[config.mk]
export PLATFORM = sky130hd
export DESIGN_NAME = udcc_front
export DESIGN_NICKNAME = d
export VERILOG_FILES = /design/src/sv/udcc_pkg.sv /design/src/sv/udcc_front.sv
export SDC_FILE = /design/constraint.sdc
export NUM_CORES = 1
export LEC_CHECK = 0
export BUFFER_PORTS_ARGS = -buffer_cell sky130_fd_sc_hd__buf_4
export CORE_ASPECT_RATIO = 1.4
export CORE_UTILIZATION = 46
export DETAILED_ROUTE_END_ITERATION = 12
export PLACE_DENSITY = 0.73
export RECOVER_POWER = 100
export SYNTH_ARGS = -nofsm -noshare
export SYNTH_HDL_FRONTEND = slang
export SYNTH_SLANG_ARGS = --single-unit
[constraint.sdc]
create_clock -name clk -period 1.55 [get_ports clk]
set_input_delay 0.31 -clock clk [delete_from_list [all_inputs] [get_ports clk]]
set_output_delay 0.31 -clock clk [all_outputs]
set_load 0.005 [all_outputs]
[src/sv/udcc_pkg.sv]
// Shared types and constants for the utf-8 distinct code point counter.
// No dependencies; imported by every module of the block.
package udcc_pkg;

  // fixed field widths of the stream ports
  localparam int BYTE_W  = 8;
  localparam int CODE_W  = 21;
  localparam int COUNT_W = 22;

  // default sizing of the seen bitmap
  localparam int POINT_BITS_DEF    = 21;
  localparam int MAP_WORD_BITS_DEF = 64;

  // decoded-item queue between the front and back ends
  localparam int QUEUE_DEPTH = 4;

  // byte classification masks
  localparam logic [BYTE_W-1:0] ASCII_LIMIT = 8'h80;
  localparam logic [BYTE_W-1:0] LEAD2_MASK  = 8'hE0;
  localparam logic [BYTE_W-1:0] LEAD2_CODE  = 8'hC0;
  localparam logic [BYTE_W-1:0] LEAD2_DATA  = 8'h1F;
  localparam logic [BYTE_W-1:0] LEAD3_MASK  = 8'hF0;
  localparam logic [BYTE_W-1:0] LEAD3_CODE  = 8'hE0;
  localparam logic [BYTE_W-1:0] LEAD3_DATA  = 8'h0F;
  localparam logic [BYTE_W-1:0] LEAD4_MASK  = 8'hF8;
  localparam logic [BYTE_W-1:0] LEAD4_CODE  = 8'hF0;
  localparam logic [BYTE_W-1:0] LEAD4_DATA  = 8'h07;
  localparam logic [BYTE_W-1:0] CONT_MASK   = 8'hC0;
  localparam logic [BYTE_W-1:0] CONT_CODE   = 8'h80;
  localparam logic [BYTE_W-1:0] CONT_DATA   = 8'h3F;

  // one decoded byte: whether it finished a code point, and the point
  typedef struct packed {
    logic              done;
    logic [CODE_W-1:0] cp;
  } item_t;

endpackage

[src/sv/udcc_front.sv]
// Front end: utf-8 byte decoder that turns each accepted byte into one item.
// Depends on udcc_pkg.
module udcc_front (
  input  logic                       clk,
  input  logic                       rst,
  input  logic                       s_tvalid,
  output logic                       s_tready,
  input  logic [udcc_pkg::BYTE_W-1:0] s_tdata,  // byte_value
  input  logic                       s_tlast,  // end_of_buffer
  input  logic                       q_ready,
  input  logic                       clearing,
  output logic                       push,
  output udcc_pkg::item_t            item
);
  import udcc_pkg::*;

  logic [1:0]        pending;
  logic [CODE_W-1:0] accum;
  logic              good;
  logic [1:0]        pending_next;
  logic [CODE_W-1:0] accum_next;
  logic              good_next;
  logic [BYTE_W-1:0] b;

  assign s_tready = q_ready && !clearing;
  assign push     = s_tvalid && s_tready;
  assign b        = s_tdata;

  // decode one byte against the open sequence
  always_comb begin
    pending_next = pending;
    accum_next   = accum;
    good_next    = good;
    item.done    = 1'b0;
    item.cp      = '0;
    if (pending == 2'd0) begin
      priority if (b < ASCII_LIMIT) begin
        item.done = 1'b1;
        item.cp   = CODE_W'(b);
      end else if ((b & LEAD2_MASK) == LEAD2_CODE) begin
        pending_next = 2'd1;
        accum_next   = CODE_W'(b & LEAD2_DATA);
        good_next    = 1'b1;
      end else if ((b & LEAD3_MASK) == LEAD3_CODE) begin
        pending_next = 2'd2;
        accum_next   = CODE_W'(b & LEAD3_DATA);
        good_next    = 1'b1;
      end else if ((b & LEAD4_MASK) == LEAD4_CODE) begin
        pending_next = 2'd3;
        accum_next   = CODE_W'(b & LEAD4_DATA);
        good_next    = 1'b1;
      end else begin
        // stray continuation or f8-ff: skipped
        pending_next = pending;
      end
    end else begin
      good_next    = good && ((b & CONT_MASK) == CONT_CODE);
      accum_next   = {accum[CODE_W-7:0], b[5:0]};
      pending_next = pending - 2'd1;
      if (pending_next == 2'd0) begin
        item.done  = good_next;
        item.cp    = good_next ? accum_next : '0;
        accum_next = '0;
        good_next  = 1'b1;
      end
    end
    // end of buffer drops whatever is still open
    if (s_tlast && pending_next != 2'd0) begin
      pending_next = 2'd0;
      accum_next   = '0;
      good_next    = 1'b1;
    end
  end

  // decoder state
  always_ff @(posedge clk) begin
    if (rst) begin
      pending <= 2'd0;
      accum   <= '0;
      good    <= 1'b1;
    end else if (push) begin
      pending <= pending_next;
      accum   <= accum_next;
      good    <= good_next;
    end
  end

endmodule

==> results of run 1 <==
-- repair_timing --
item / in CTS / in global routing
gates cloned: 0 / 1
setup buffers: 2 / 0
pin swaps: 8 / 4
endpoints found under the setup margin: 22 / 34
hold buffers: 0 / 0
resized for setup: 16 / 15
-- per-layer routing --
layer | wire length, um | GRT usage (%) | part of all wire [%] | vias up
met1 | 1016 | 26.55 | 40 | 453
met4 | 21 | 8.621 | 0.82 | 0
met3 | 84 | 3.659 | 3.3 | 4
met2 | 1427 | 49.45 | 56 | 28
met5 | 0 | 0 | 0 | -
li1 | - | - | - | 456
-- state kept, by name, indices dropped and copies added (netlist names) --
signal   count
accum       15
pending      2
good         1
-- where the power goes --
group,internal [W],switching [W]
sequential,0.000462,0.000000850
combinational,0.0000872,0.0000659
clock,0.000143,0.000155
total,0.000692,0.000222
-- final timing paths --
check             start         end  slack, ps  cells after the start
max          pending[0]     item[5]       -180                      5
min                 rst  pending[0]        240                      2
max reg2reg  pending[0]    accum[5]         10                      6
min reg2reg   accum[11]   accum[11]        480                      1
-- placed cells by master, fill, tap and decap left out, types with 2 or more instances in the layout --
cell type / Yosys / routed
nor3_1: 3 / 3
o21ai_0: 2 / 3
dfxtp_1: 18 / 16
and2_1: 20 / 11
o21a_1: 2 / 2
a22o_1: 14 / 14
buf_4: 1 / 39
a21oi_2: 0 / 2
a21oi_1: 7 / 5
nor2b_1: 3 / 3
buf_6: 1 / 10
nand4_1: 2 / 2
a31oi_1: 2 / 2
nand2_1: 2 / 2
and2_4: 0 / 9
clkbuf_4: 0 / 6
inv_1: 2 / 2
nor2_1: 3 / 2
-- final cells by class --
cell class | count | area share (%)
clock buffer | 4 | 2.513
inverter | 2 | 0.5199
multi-input combinational | 72 | 38.91
sequential | 18 | 25.30
tap | 20 | 1.733
timing repair buffer | 53 | 31.02
-- per-stage QoR --
step           utilization [%]  TNS (ps)
6_report                 79.15     -2735
3_5_place_dp             70.92    -36.50
2_1_floorplan                -         0
5_1_grt                  79.15     -4258
4_1_cts                  76.41     -2837
3_3_place_gp             70.92         0
-- logic make-up after synthesis --
group,share of synthesized area [%]
buf+inv,4.383
compound gates,26.85
flops,39.45
simple gates,29.31
==> impl_metrics.ini, run 1 <==
[run_status]
status = finished, violations left
violations = negative setup slack

[timing]
max_freq_ghz = 0.5779
clock-skew-final_ps = 3.090
tightest_slew_ps = 291.1
setup_viol = 22
fin_hold_ws_ps = 236.4
timing_hold_violations_final = 0
post-route-min-period_ps = 1730
rsz0062_at_grt = true
drv_slew = 0
slew_headroom_pct = 80.55
fin_ws_ps = -180.3
fin_crit_sh_pct = 111.6

[worst_setup_path]
path_buf_inv = 2
cpPeakStageDelay_ps = 360
required_ps = 1240
worstPathMaxFanout = 3
arrival_ps = 1420
path_cells = or2_4, a21oi_2, buf_4, and2_4, buf_6
critical_path.startpoint_type = flop
cp_top_family = simple AND/OR/NAND/NOR gates
critPathKind = flop to output port
endpoint_kind = output port
critPathSlowestCell = dfxtp_4

[placed_design]
dpl_cell_area_um2 = 1294
dp.cells = 162
place_congestion = 0.7970
dp_hpwl_mm = 1.788
post-place-ws_ps = -27.28
portBuffers = 37

[synth]
yosys_warnings = 0
ys_async_sr_fraction_pct = 0
synth_commonest_cells = and2_1 (20), dfxtp_1 (18), a22o_1 (14)
synth.distinct_cells = 29
avgSynthCellArea_um2 = 9.416
synthTopCellsByArea = dfxtp_1 (39%), and2_1 (14%), a22o_1 (13%)
yosysSeqAreaShare_pct = 39.45
synth_seq_cells = 18
yosys.cell_count.top_type = and2_1
syn_nets = 111
yosys.area.top_type = dfxtp_1
syn_area_um2 = 913.4
synthFlopType = dfxtp_1
synth.top_cell.area_share_pct = 39.45
synth-edff-count = 0
netlist_instances = 97

[final_layout]
multiInputGateArea_um2 = 561.8
seq_area_um2 = 365.4
fill_cells = 130
drive_gt1_share_pct = 51.01
instances_no_fill = 169
finalInstanceArea_um2 = 1444
n_antenna_cell = 0
nets = 164
syn2layout_area_growth_pct = 58.08

[global_routing]
overflow = 0
grt_pass1_wl_mm = 3.760
grt_start_max_net_pins = 16
track_usage_pct = 25.55
grt_pass1_vias = 849
grt_antenna_before_repair = 0

[clock_tree]
cts_buffers = 3
htree_levels = 1
cts_buffer_depth = 2
cts_tree = done
clock-sinks = 18
clk_pin_slew_ps = 110
clkLatencyLatePin_ps = 300
cts_root_buf = clkbuf_4

[pwr]
power_w = 0.0009143
p_per_area_nw_per_um2 = 633.2
p_leak_nw = 0.6518
peakVddDrop_mv = 0.4051

[drt]
dr_total_vias = 941
drt-total-wl_mm = 2.550
drt_iter0_drc = 13
drc = 0
first_pass_iters = 4
ant_nets = 0
routed_via_density = 5.568
wl_per_cell_um = 15.09

[floorplan]
ios = 38
rows = 18
dieArea_um2 = 2170
core_um2 = 1824
initial_core_util_pct = 50.07
die_x_um = 39.66
die_y_um = 54.73

[run]
cap_violations = 0

[hold_path]
hold_class = input port to flop
(Power assumes the default switching activity.)
==> inputs of run 2 (changes only) <==
--- a/config.mk
+++ b/config.mk
@@ -5,12 +5,14 @@
 export SDC_FILE = /design/constraint.sdc
 export NUM_CORES = 1
 export LEC_CHECK = 0
+export ABC_CLOCK_PERIOD_IN_PS = 1550
 export BUFFER_PORTS_ARGS = -buffer_cell sky130_fd_sc_hd__buf_4
 export CORE_ASPECT_RATIO = 1.4
 export CORE_UTILIZATION = 46
 export DETAILED_ROUTE_END_ITERATION = 12
 export PLACE_DENSITY = 0.73
 export RECOVER_POWER = 100
+export SLEW_MARGIN = 20
 export SYNTH_ARGS = -nofsm -noshare
 export SYNTH_HDL_FRONTEND = slang
 export SYNTH_SLANG_ARGS = --single-unit
==> constraint.sdc (replaced) <==
create_clock -name clk -period 1.55 [get_ports clk]
set_input_delay 0.0775 -clock clk [delete_from_list [all_inputs] [get_ports clk]]
set_output_delay 0.0775 -clock clk [all_outputs]
set_load 0.005 [all_outputs]
==> run 2 against run 1 <==
Effect of this change: setup slack improved by 230 ps; wire length is 13% lower; the flow now finishes without violations; sequential share of layout area rose by 2.2 points; clock-buffer cell count unchanged; die area is the same; cell count down 3.6%.
==> impl_metrics.ini, run 2 (synthesis results as in run 1) <==
[run_status]
status = complete, no violations

[hold_path]
hold_class = input port to flop

[worst_setup_path]
reg2reg_depth = 5
required_ps = 1730
arrival_ps = 1680
critPathKind = flop to flop
critical_path.startpoint_type = flop
endpoint_kind = flop
worstPathMaxFanout = 15
path_cells = buf_4, and4bb_1, a221oi_4, nor2_4, a22o_1
crit_end = accum[11]
startpoint = pending[0]
critPathSlowestCell = dfxtp_4
r2r_start = pending[0]
r2r_slack_ps = 50
rr_endpoint = accum[11]
cpPeakStageDelay_ps = 370

[drt]
ant_nets = 0
drt_iter0_drc = 5
routed_via_density = 5.485
wl_per_cell_um = 13.53
drt-total-wl_mm = 2.206
drc = 0
first_pass_iters = 2
dr_total_vias = 894

[timing]
slew_headroom_pct = 76.34
tightest_slew_ps = 354.1
max_freq_ghz = 0.6649
fin_hold_ws_ps = 16.35
setup_viol = 0
timing_hold_violations_final = 0
fin_crit_sh_pct = 97.03
fin_ws_ps = 46.10
clock-skew-final_ps = 4.187
drv_slew = 0
post-route-min-period_ps = 1504

[floorplan]
initial_core_util_pct = 50.07
core_um2 = 1824
rows = 18
ios = 38
die_x_um = 39.66
die_y_um = 54.73
dieArea_um2 = 2170

[clock_tree]
clkLatencyLatePin_ps = 280
cts_tree = done
clock-sinks = 18
htree_levels = 1
cts_buffers = 3
clk_pin_slew_ps = 100
cts_root_buf = clkbuf_4
cts_buffer_depth = 2

[pwr]
p_per_area_nw_per_um2 = 652.8
peakVddDrop_mv = 0.3960
p_leak_nw = 0.6032

[final_layout]
post-route-util_pct = 72.50
nets = 158
final_common_cell = buf_4
finalInstanceArea_um2 = 1323
syn2layout_area_growth_pct = 44.79
reg.largest.list = accum x15, pending x2, good x1
n_antenna_cell = 0
fill_cells = 164
drive_gt1_share_pct = 41.96
final_cell_mix = buf_4 (45), and2_1 (18), dfxtp_1 (17)
instances_no_fill = 163
largest_reg_flops = 15
regMostFlops = accum

[placed_design]
portBuffers = 37
place_congestion = 0.7459
dp.cells = 157
dpl_cell_area_um2 = 1256
post-place-ws_ps = 124.4
dp_hpwl_mm = 1.704

[global_routing]
track_usage_pct = 22.83
use_met1_pct = 22.77
grt_pass1_wl_mm = 3.332
overflow = 0
grt_pass1_vias = 774
met2_usage_pct = 44.54
grt_start_max_net_pins = 16
grt_antenna_before_repair = 0
grtUsageMet3_pct = 3.659
busiest_layer = met2

[run]
cap_violations = 0
[run 2: how the worst min path moves through the flow]
stage,end,depth (start not counted),from
after floorplan,s_tready,1,clearing
after global placement,accum[0],2,s_tdata[0]
after detailed placement,accum[0],2,s_tdata[0]
after CTS,accum[0],2,s_tdata[0]
after global routing,accum[1],2,s_tdata[1]
final,accum[0],2,s_tdata[0]
[run 2: layout make-up]
class	instances	area (um^2)	share of cell area [%]
Timing Repair Buffer	47	355.3	26.87
Tap cell	20	25.02	1.892
Sequential cell	18	364.1	27.53
Clock buffer	4	36.28	2.744
Inverter	2	7.507	0.5676
Multi-Input combinational cell	72	534.3	40.40
[run 2: metal layers]
metal / up-vias / routed length [um] / share of wire, %
li1: 446 / - / -
met1: 418 / 910 / 41
met2: 26 / 1163 / 53
met3: 4 / 76 / 3.4
met4: 0 / 55 / 2.5
met5: - / 0 / 0
[run 2: critical path, delay by kind of cell, from the launching register on]
kind / cells / cell delay (ps)
and+or+nand+nor: 2 / 340
AOI/OAI and AO/OA: 2 / 560
DFF: 1 / 370
buffers and inverters: 1 / 120
[run 2: report_power, final]
part / internal (W) / leakage, nW / total [W] / switching (W)
sequential: 0.000462 / 0.146 / 0.000462 / 0.000000880
combinational: 0.0000637 / 0.436 / 0.000122 / 0.0000584
clock: 0.000143 / 0.0210 / 0.000279 / 0.000136
total: 0.000668 / 0.603 / 0.000863 / 0.000195
[run 2: what timing repair did]
| item | CTS | global route |
|---|---|---|
| hold buffers | 0 | 1 |
| resized for setup | 3 | 5 |
| endpoints found under the setup margin | 7 | 19 |
| cloned | 0 | 0 |
| hold endpoints to repair | 0 | 1 |
| pin swaps | 2 | 4 |
| buffers inserted | 1 | 3 |
[run 2: through the flow]
step                      setup TNS, ps   power, W
after global placement                0  0.0005938
after detailed placement              0  0.0005957
final                                 0  0.0008633
after floorplan                       0  0.0005225
after CTS                             0  0.0008730
after global routing             -20.54  0.0009068
