<file path="config.mk">
export PLATFORM = sky130hd
export DESIGN_NAME = udcc_queue
export DESIGN_NICKNAME = d
export VERILOG_FILES = /design/src/sv/udcc_pkg.sv /design/src/sv/udcc_queue.sv
export SDC_FILE = /design/constraint.sdc
export NUM_CORES = 1
export LEC_CHECK = 0
export BUFFER_PORTS_ARGS = -buffer_cell sky130_fd_sc_hd__buf_2
export CAP_MARGIN = 25
export CORE_MARGIN = 2
export CORE_UTILIZATION = 50
export CTS_CLUSTER_DIAMETER = 60
export DETAILED_ROUTE_END_ITERATION = 6
export PLACE_DENSITY = 0.74
export SYNTH_ARGS = -nofsm -noshare
export SYNTH_HDL_FRONTEND = slang
export SYNTH_SLANG_ARGS = --single-unit
</file>
<file path="constraint.sdc">
create_clock -name clk -period 1.9 [get_ports clk]
set_clock_uncertainty 0.05 [all_clocks]
set_input_delay 0.285 -clock clk [delete_from_list [all_inputs] [get_ports clk]]
set_output_delay 0.285 -clock clk [all_outputs]
set_load 0.05 [all_outputs]
</file>
<file path="src/sv/udcc_pkg.sv">
// Shared types and constants for the utf-8 distinct code point counter.
// No dependencies; imported by every module of the block.
package udcc_pkg;

  // fixed field widths of the stream ports
  localparam int BYTE_W  = 8;
  localparam int CODE_W  = 21;
  localparam int COUNT_W = 22;

  // default sizing of the seen bitmap
  localparam int POINT_BITS_DEF    = 21;
  localparam int MAP_WORD_BITS_DEF = 64;

  // decoded-item queue between the front and back ends
  localparam int QUEUE_DEPTH = 4;

  // byte classification masks
  localparam logic [BYTE_W-1:0] ASCII_LIMIT = 8'h80;
  localparam logic [BYTE_W-1:0] LEAD2_MASK  = 8'hE0;
  localparam logic [BYTE_W-1:0] LEAD2_CODE  = 8'hC0;
  localparam logic [BYTE_W-1:0] LEAD2_DATA  = 8'h1F;
  localparam logic [BYTE_W-1:0] LEAD3_MASK  = 8'hF0;
  localparam logic [BYTE_W-1:0] LEAD3_CODE  = 8'hE0;
  localparam logic [BYTE_W-1:0] LEAD3_DATA  = 8'h0F;
  localparam logic [BYTE_W-1:0] LEAD4_MASK  = 8'hF8;
  localparam logic [BYTE_W-1:0] LEAD4_CODE  = 8'hF0;
  localparam logic [BYTE_W-1:0] LEAD4_DATA  = 8'h07;
  localparam logic [BYTE_W-1:0] CONT_MASK   = 8'hC0;
  localparam logic [BYTE_W-1:0] CONT_CODE   = 8'h80;
  localparam logic [BYTE_W-1:0] CONT_DATA   = 8'h3F;

  // one decoded byte: whether it finished a code point, and the point
  typedef struct packed {
    logic              done;
    logic [CODE_W-1:0] cp;
  } item_t;

endpackage

</file>
<file path="src/sv/udcc_queue.sv">
// Short queue of decoded items between the decoder and the bitmap stage.
// Depends on udcc_pkg.
module udcc_queue (
  input  logic            clk,
  input  logic            rst,
  input  logic            push,
  input  udcc_pkg::item_t push_item,
  output logic            in_ready,
  input  logic            pop,
  output logic            out_valid,
  output udcc_pkg::item_t out_item
);
  import udcc_pkg::*;

  localparam int PTR_W = $clog2(QUEUE_DEPTH);
  localparam int CNT_W = $clog2(QUEUE_DEPTH + 1);

  item_t             slots [QUEUE_DEPTH];
  logic [PTR_W-1:0]  wr_ptr;
  logic [PTR_W-1:0]  rd_ptr;
  logic [CNT_W-1:0]  count;
  logic              do_pop;

  assign in_ready  = count != CNT_W'(QUEUE_DEPTH);
  assign out_valid = count != '0;
  assign out_item  = slots[rd_ptr];
  assign do_pop    = pop && out_valid;

  // storage
  always_ff @(posedge clk) begin
    if (push) begin
      slots[wr_ptr] <= push_item;
    end
  end

  // pointers and fill count
  always_ff @(posedge clk) begin
    if (rst) begin
      wr_ptr <= '0;
      rd_ptr <= '0;
      count  <= '0;
    end else begin
      if (push) begin
        wr_ptr <= (wr_ptr == PTR_W'(QUEUE_DEPTH - 1)) ? '0 : wr_ptr + 1'b1;
      end
      if (do_pop) begin
        rd_ptr <= (rd_ptr == PTR_W'(QUEUE_DEPTH - 1)) ? '0 : rd_ptr + 1'b1;
      end
      if (push && !do_pop) begin
        count <= count + 1'b1;
      end else if (!push && do_pop) begin
        count <= count - 1'b1;
      end
    end
  end

endmodule

</file>
==> impl_metrics.csv, run 1 <==
group,metric,value,unit
outcome,status,"finished with violations",
outcome,violations,"negative setup slack",
finish,final_area,4503,sq um
synth,synth.distinct_cells,18,
synth,synth_compound_area_frac,0.009979,
route,via_per_inst,5.093,
finish,stdcell_count,335,
global_route,antenna_found_initial,0,
synth,synth-seq-area-share,0.7763,
setup_path,path_cells,"buf_12 -> mux4_2 -> buf_6",
synth,syn_avg_cell_area,22.87,sq um
floorplanning,start_util,0.5095,
sta,finalSetupViolCount,22,
placement,dp.cells,316,
clock_tree,cts_made_buffers,9,
floorplanning,ios,50,
global_route,grt_start_max_net_pins,23,
setup_path,crit_required,1560,ps
route,vias,1706,
clock_tree,root_buffer,"clkbuf_8",
setup_path,crit_path_start_kind,"flop",
sta,finalHoldViolCount,0,
route,drcViolationCount,0,
setup_path,path_max_fanout,8,
synth,synthXorXnorAreaFrac,0.004818,
placement,io_buffers,49,
synth,synthSimpleGateAreaFrac,0.02134,
setup_path,worstSetupEndpointType,"primary output",
power_and_ir_drop,switching_share,0.3177,
sta,rsz0062_at_grt,"true",
flow_run,cap_violations,0,
finish,layout-drive-gt1-share,0.4534,
sta,slew_headroom,0.7297,
global_route,grt.total_usage,0.1584,
route,drt-pass1-iter-count,4,
global_route,grt_pass1_vias,1788,
finish,diodes,0,
power_and_ir_drop,pwr-share-clk,0.217,
setup_path,crit_type,"reg -> out",
clock_tree,clk_pin_slew,90,ps
synth,synth_cells,159,
floorplanning,row_count,31,
power_and_ir_drop,p_seq_frac,0.442,
power_and_ir_drop,leakage,1.573,nW
finish,nets,264,
power_and_ir_drop,p_sw,1.833,mW
route,drt_iter0_drc,89,
power_and_ir_drop,ir_drop,0.6322,mV
placement,dpl_cell_area,4129,sq um
clock_tree,cts.sinks,97,
route,wl_per_cell,17.00,microns
placement,globalplace.congestion,0.6697,
power_and_ir_drop,p_int,3.937,mW
placement,dp.final_hpwl,3.616,mm
floorplanning,dieWidth,89.28,microns
sta,hold_slack,97.85,ps
floorplanning,core,7137,sq um
setup_path,critPathMaxStageDelay,530,ps
sta,worstMarginPinSlew,405.5,ps
global_route,grt_pass1_wl,8.963,mm
synth,synth_nets,192,
sta,drv_slew,0,
sta,min_period,1956,ps
worst_hold_path,hold_path.class,"in -> reg",
clock_tree,tritoncts,"done",
clock_tree,cts_max_path_buffers,2,
sta,fmax,0.5113,GHz
synth,yosysWarningCount,0,
synth,synth_top_family_by_area,"multiplexers",
floorplanning,die_y,89.28,microns
sta,post-route-period-util,1.029,
power_and_ir_drop,pwr_density_cell,1281,nW/um^2
route,routed_wirelength,5.695,mm
power_and_ir_drop,combPwrFrac,0.341,
synth,synthAdderAreaFrac,0.02615,
floorplanning,die_area,7970,sq um
synth,synth-seq-cells,97,
synth,synth_area,3636,sq um
sta,fin_ws,-55.62,ps
setup_path,crit_arrival,1620,ps
power_and_ir_drop,total_power,5.770,mW
route,ant_nets,0,
clock_tree,htreeDepth,3,
setup_path,slowest_stage,"mux4_2",
global_route,gr-total-overflow,0,
clock_tree,clk_latency,340,ps
synth,synthMuxAreaShare,0.1493,
finish,area_delta_synth_final,23.85,%
-- layout make-up --
type | count | area (sq um)
flip-flops and latches | 97 | 2830
fillers | 500 | 2634
multi-input cells | 55 | 767.0
repair buffers | 65 | 584.3
clock buffers | 11 | 131.4
well taps | 99 | 123.9
clock inverters | 5 | 55.05
inverters | 3 | 11.26
-- path summary, 6_finish.rpt --
check	startpoint	endpoint	slack, ps	depth (start not counted)
worst max-delay path	flop	out_item[20]	-60	3
worst min-delay path	push_item[5]	slots[2][5]	100	1
worst max register to register	count[1]	count[2]	10	7
worst min register to register	rd_ptr[0]	flop	450	2
-- registers in the layout, summed over array words and instances (netlist names), named ones only --
| name | count |
|---|---|
| count | 3 |
| rd_ptr | 2 |
| slots | 88 |
| wr_ptr | 2 |
-- per-layer routing --
| metal | up-vias | global-route usage | share of wire |
|---|---|---|---|
| li1 | 794 | - | - |
| met1 | 878 | 0.2053 | 0.43 |
| met2 | 28 | 0.2606 | 0.54 |
| met3 | 6 | 0.04247 | 0.030 |
| met4 | 0 | 0.05699 | 0.0093 |
| met5 | - | 0 | 0 |
-- per-stage QoR --
stage          utilization  TNS (ps)  setup slack, ps
2_1_floorplan            -         0            7.394
3_3_place_gp        0.5785         0            23.48
3_5_place_dp        0.5785    -3.046           -3.046
4_1_cts             0.6310     -1290           -89.32
5_1_grt             0.6310     -2055           -114.5
6_report            0.6310    -621.2           -55.62
-- worst max-delay path: cells and delay by family, from the launching register on --
family / cells / cell delay (ps)
muxes: 1 / 530
DFF: 1 / 410
buffers and inverters: 2 / 330
-- cells in the mapped netlist --
cell / instances / area share
a21oi_1: 2 / 0.0028
and2_1: 4 / 0.0069
buf_2: 2 / 0.0028
buf_6: 2 / 0.0062
dfxtp_1: 9 / 0.050
edfxtp_1: 88 / 0.73
fa_1: 1 / 0.0055
ha_1: 6 / 0.021
inv_1: 3 / 0.0031
mux2i_1: 4 / 0.011
mux4_1: 2 / 0.014
mux4_2: 20 / 0.12
nand2_1: 2 / 0.0021
nor2_1: 7 / 0.0072
o21ai_0: 1 / 0.0014
o31ai_4: 1 / 0.0058
or3_1: 3 / 0.0052
xor2_1: 2 / 0.0048
-- cells in the final DEF, fill, tap and decap left out --
master      instances
dfxtp_1             5
clkinv_1            1
ha_2                1
buf_4              10
inv_6               1
mux4_2             22
buf_6              21
inv_1               3
clkbuf_8            9
buf_2              27
edfxtp_1           88
buf_12              4
mux2i_1             4
xor2_1              2
clkbuf_1            2
buf_16              1
buf_8               2
o31ai_4             1
ha_1                5
clkinv_2            1
bufinv_16           1
clkinvlp_4          1
or3_1               3
nand2_1             2
fa_2                1
and2_1              4
a21oi_1             2
dfxtp_2             3
dfxtp_4             1
o21ai_0             1
nor2_1              7
-- cell families after synthesis --
family | Yosys count
and+or+nand+nor | 16
xor gates and xnor gates | 2
buffers and inverters | 7
muxes | 26
AOI/OAI and AO/OA | 4
adders and majority gates | 7
DFF | 97
-- what timing repair did --
| action | 4_1_cts | 5_1_grt |
|---|---|---|
| endpoints found under the setup margin | 23 | 23 |
| setup buffers | 2 | 0 |
| hold buffers | 0 | 0 |
| gates cloned | 1 | 0 |
| gates resized for setup | 52 | 0 |
| pin swaps | 2 | 1 |
-- power by group through the flow --
stage	registers (mW)	clock network [mW]	logic, mW
5_1_grt	2.57	1.37	2.09
3_5_place_dp	2.58	0	1.67
6_report	2.55	1.25	1.97
4_1_cts	2.55	1.28	1.99
3_3_place_gp	2.57	0	1.66
2_1_floorplan	2.58	0	1.26
Note: power is estimated with default switching activity, not from simulation.
==> run 2: changes to the inputs <==
- PLACE_DENSITY: 0.74 -> 0.73
==> run 2 against run 1 <==
  * Register-to-register slack hardly changed
  * Sequential cell count stayed put
  * Die area stayed put
  * Sequential power hardly changed
  * Final cell count is 0.60% lower
  * Non-clock buffer count is 1 lower
  * Clock power is 8% lower
  * Highest routed layer unchanged
  * Sequential share of layout area is 0.43 points higher
  * Total power is 2.1% lower
  * Combinational power hardly changed
  * Count of clock-buffer cells in the layout is 2 lower
  * The run still ends with negative setup slack left
==> impl_metrics.csv, run 2 (synthesis gave the netlist of run 1 again) <==
group,metric,value,unit
setup_path,crit_type,"reg -> out",
finish,layout_common_cells,"88 x edfxtp_1, 27 x buf_2, 22 x mux4_2",
finish,area_delta_synth_final,23.12,%
outcome,violations,"negative setup slack",
setup_path,crit_buf_inv,2,
global_route,gr-total-overflow,0,
setup_path,crit_arrival,1600,ps
clock_tree,clk_pin_slew,100,ps
global_route,grt_pass1_vias,1703,
finish,layout-drive-gt1-share,0.4615,
sta,worstMarginPinSlew,514.9,ps
finish,nets,263,
finish,layout.cells.most_common,"edfxtp_1",
setup_path,slowest_stage,"mux4_2",
floorplanning,row_count,31,
route,vias,1662,
global_route,grt.total_usage,0.1550,
sta,post-route-period-util,1.018,
setup_path,worstSetupEndpointType,"primary output",
power_and_ir_drop,pwr_density_cell,1262,nW/um^2
finish,regArea,2833,sq um
setup_path,critPathMaxStageDelay,520,ps
worst_hold_path,min_from,"push_item[15]",
finish,diodes,0,
route,drt-pass1-iter-count,4,
route,wl_per_cell,17.11,microns
worst_hold_path,hold_path.class,"in -> reg",
sta,finalHoldViolCount,0,
placement,pre_cts_ws,-19.59,ps
setup_path,crit_path_start_kind,"flop",
setup_path,r2r-end,"count[2]",
clock_tree,htreeDepth,3,
sta,fin_ws,-34.71,ps
floorplanning,die_area,7970,sq um
placement,dp.final_hpwl,3.656,mm
setup_path,r2r_cells,7,
sta,finalSetupViolCount,19,
placement,globalplace.congestion,0.7146,
clock_tree,root_buffer,"clkbuf_8",
clock_tree,hold_buffers,0,
route,routed_wirelength,5.698,mm
global_route,grt_pass1_wl,8.562,mm
route,drt_iter0_drc,68,
floorplanning,dieWidth,89.28,microns
power_and_ir_drop,ir_drop,0.6450,mV
route,drcViolationCount,0,
power_and_ir_drop,total_power,5.651,mW
worst_hold_path,hold_path_end,"slots[2][15]",
sta,fmax,0.5169,GHz
sta,drv_slew,0,
setup_path,r2r-start,"count[1]",
finish,largest_reg_flops,88,
power_and_ir_drop,leakage,1.550,nW
floorplanning,die_y,89.28,microns
sta,slew_headroom,0.6567,
outcome,status,"finished with violations",
finish,regMostFlops,"slots",
clock_tree,cts_max_path_buffers,2,
floorplanning,start_util,0.5095,
clock_tree,clk_latency,350,ps
setup_path,critPathTopFamily,"multiplexers",
floorplanning,ios,50,
route,via_per_inst,4.991,
finish,multi_input_area,767.0,sq um
global_route,grt_start_max_net_pins,23,
placement,dp.cells,316,
setup_path,path_cells,"buf_12 -> mux4_2 -> buf_6",
clock_tree,tritoncts,"done",
setup_path,crit_required,1560,ps
flow_run,cap_violations,0,
route,ant_nets,0,
placement,io_buffers,49,
placement,dpl_cell_area,4129,sq um
clock_tree,cts_made_buffers,9,
finish,final_area,4477,sq um
finish,largestRegisters,"slots x88, count x3",
finish,stdcell_count,333,
worst_hold_path,hold_path_depth,1,
global_route,antenna_found_initial,0,
sta,rsz0062_at_grt,"true",
setup_path,path_max_fanout,8,
sta,min_period,1935,ps
setup_path,rrSetupSlack,10,ps
clock_tree,cts.sinks,97,
finish,fill_cells,508,
floorplanning,core,7137,sq um
==> run 2: cell count changes in the layout (fill, tap and decap cells not counted), sizes merged <==
cell      delta
clkbuf       -2
clkinvlp     +2
buf          -1
bufinv       -1
clkinv       -1
inv          +1
==> run 2: power by group <==
group	total (mW)	switching, mW	internal, mW
registers	2.55	0.0764	2.47
logic	1.95	1.11	0.847
clock network	1.15	0.674	0.472
==> run 2: what timing repair did <==
item	CTS	global route
pin swaps	3	1
endpoints found under the setup margin	23	23
resized for setup	47	8
buffers inserted	2	0
gates cloned	1	0
==> run 2: area by class of cell <==
type | count | area share
multi-input cells | 55 | 0.1713
clock buffers | 9 | 0.02767
repair buffers | 64 | 0.1283
flip-flops and latches | 97 | 0.6328
clock inverters | 6 | 0.009782
inverters | 3 | 0.002515
well taps | 99 | 0.02767
==> run 2: worst max-delay path by stage <==
stage / startpoint / to / slack [ps] / depth (start not counted)
global placement: count[2] / count[2] / 30 / 7
global route: flop / out_item[7] / -110 / 3
floorplan: count[2] / count[2] / 7 / 7
detailed placement: count[2] / count[2] / -20 / 7
CTS: flop / out_item[11] / -140 / 4
finish: flop / out_item[9] / -30 / 3
==> run 2: metal layers <==
metal	share of wire	vias up	global-route usage
met4	0.028	0	0.09634
met1	0.40	822	0.1835
met3	0.039	12	0.03786
met2	0.54	39	0.2559
met5	0	-	0
li1	-	789	-
==> run 2: per-stage QoR <==
| stage | hold WS [ps] | utilization | TNS [ps] |
|---|---|---|---|
| finish | 84.98 | 0.6273 | -282.4 |
| global placement | 431.9 | 0.5785 | 0 |
| detailed placement | 433.4 | 0.5785 | -19.59 |
| floorplan | 296.7 | - | 0 |
| CTS | 66.91 | 0.6268 | -1733 |
| global route | 74.55 | 0.6273 | -1841 |
==> run 3: changes to the inputs <==
==> constraint.sdc (replaced) <==
create_clock -name clk -period 1.9 [get_ports clk]
set_clock_uncertainty 0.05 [all_clocks]
set_input_delay 0 -clock clk [delete_from_list [all_inputs] [get_ports clk]]
set_output_delay 0 -clock clk [all_outputs]
set_load 0.05 [all_outputs]
==> run 3 against run 2 <==
  * The flow now finishes without violations
  * Setup slack better by 52 ps
  * Critical path depth increased by 4
  * Register-to-register slack about the same
  * Hold slack got worse by 9.6 ps
  * Clock power is 17% higher
  * Total power is 1.6% lower
  * Non-clock buffer count rose by 21
  * Critical path type is now reg -> reg
  * Critical endpoint is now count[2]
  * Largest power group unchanged
==> impl_metrics.csv, run 3 (synthesis gave the netlist of run 1 again) <==
group,metric,value,unit
flow_run,cap_violations,0,
clock_tree,cts_made_buffers,9,
route,drt_iter0_drc,88,
global_route,grt_pass1_vias,1770,
route,via_per_inst,4.915,
power_and_ir_drop,p_int,3.718,mW
floorplanning,core,7137,sq um
placement,dp.final_hpwl,3.482,mm
route,routed_wirelength,5.681,mm
global_route,antenna_found_initial,0,
clock_tree,tritoncts,"done",
floorplanning,die_y,89.28,microns
sta,slew_headroom,0.7034,
sta,worstMarginPinSlew,445.0,ps
worst_hold_path,hold_path.class,"in -> reg",
floorplanning,ios,50,
clock_tree,clk_pin_slew,90,ps
floorplanning,row_count,31,
finish,nets,284,
clock_tree,cts_max_path_buffers,2,
finish,area_delta_synth_final,25.57,%
clock_tree,cts.sinks,97,
sta,post-route-period-util,0.9909,
finish,layout_common_cells,"88 x edfxtp_1, 49 x buf_2, 24 x dlygate4sd3_1",
sta,rsz0062_at_grt,"true",
setup_path,crit_arrival,2130,ps
global_route,grt_start_max_net_pins,23,
setup_path,path_max_fanout,2,
setup_path,crit_required,2140,ps
power_and_ir_drop,ir_drop,0.9758,mV
placement,globalplace.congestion,0.6725,
setup_path,worstSetupEndpointType,"flop",
route,drcViolationCount,0,
placement,io_buffers,49,
route,vias,1745,
global_route,grt.total_usage,0.1551,
route,wl_per_cell,16.00,microns
finish,largest_reg_flops,88,
sta,finalHoldViolCount,0,
power_and_ir_drop,combPwrFrac,0.298,
floorplanning,dieWidth,89.28,microns
global_route,grt_pass1_wl,8.597,mm
finish,regMostFlops,"slots",
floorplanning,start_util,0.5095,
finish,diodes,0,
finish,layout.cells.most_common,"edfxtp_1",
sta,min_period,1883,ps
sta,finalSetupViolCount,0,
route,ant_nets,0,
clock_tree,root_buffer,"clkbuf_8",
power_and_ir_drop,total_power,5.560,mW
sta,hold_slack,75.42,ps
outcome,status,"finished, final reports clean",
floorplanning,die_area,7970,sq um
power_and_ir_drop,leakage,1.613,nW
power_and_ir_drop,switching_share,0.3312,
finish,layout-drive-gt1-share,0.4063,
sta,drv_slew,0,
finish,largestRegisters,"slots x88, count x3",
power_and_ir_drop,pwr-share-clk,0.242,
power_and_ir_drop,p_seq_frac,0.459,
clock_tree,clk_latency,360,ps
sta,fmax,0.5311,GHz
power_and_ir_drop,pwr_density_cell,1218,nW/um^2
setup_path,crit_path_start_kind,"flop",
clock_tree,htreeDepth,3,
global_route,gr-total-overflow,0,
route,drt-pass1-iter-count,4,
power_and_ir_drop,p_sw,1.842,mW
setup_path,crit_type,"reg -> reg",
[run 3: final timing paths]
kind	from	to	slack, ps	depth (start not counted)
max	count[1]	count[2]	20	7
min	pop	flop	80	5
max reg2reg	count[1]	count[2]	20	7
min reg2reg	rd_ptr[0]	flop	450	2
[run 3: critical path: stages (launching register included)]
cell and delay [ps]:
dfxtp_2 350, o31ai_4 260, ha_2 210, inv_1 50
fa_2 330, xor2_1 150, or3_1 300, a21oi_1 110
[run 3: final cells by class]
cell class,instances,area (sq um)
tap,99,123.9
clock inverter,7,86.33
timing repair buffer,85,613.1
fill,521,2571
sequential,97,2833
clock buffer,9,123.9
inverter,3,11.26
multi-input combinational,55,774.5
[run 3: stage by stage]
| step | worst slack (ps) | TNS, ps | instances | area, sq um | util |
|---|---|---|---|---|---|
| global placement | 22.28 | 0 | 313 | 4094 | 0.5736 |
| global route | -76.50 | -76.50 | 355 | 4566 | 0.6397 |
| finish | 17.28 | 0 | 355 | 4566 | 0.6397 |
| CTS | 4.686 | 0 | 354 | 4558 | 0.6387 |
| floorplan | 7.394 | 0 | 159 | 3643 | - |
| detailed placement | -15.80 | -15.80 | 313 | 4094 | 0.5736 |
[run 3: per-layer routing]
| layer | GRT usage | vias to the layer above | share of wire |
|---|---|---|---|
| met1 | 0.1845 | 852 | 0.40 |
| met5 | 0 | - | 0 |
| met2 | 0.2613 | 37 | 0.55 |
| met3 | 0.03416 | 13 | 0.031 |
| met4 | 0.08955 | 0 | 0.027 |
| li1 | - | 843 | - |
[run 3: repair_timing]
item                       in CTS  in global routing
pin swaps                       3                  1
hold buffers                   24                  0
hold endpoints to repair       97                  0
buffers inserted                1                  1
cloned                          0                  0
gates resized for setup         3                  0
setup endpoints to repair       4                  1
[run 3: power groups by stage]
stage               registers, mW  clock network, mW  logic, mW
floorplan                    2.58                  0       1.26
global placement             2.59                  0       1.61
detailed placement           2.60                  0       1.62
CTS                          2.56               1.38       1.67
global route                 2.57               1.47       1.76
finish                       2.55               1.35       1.66
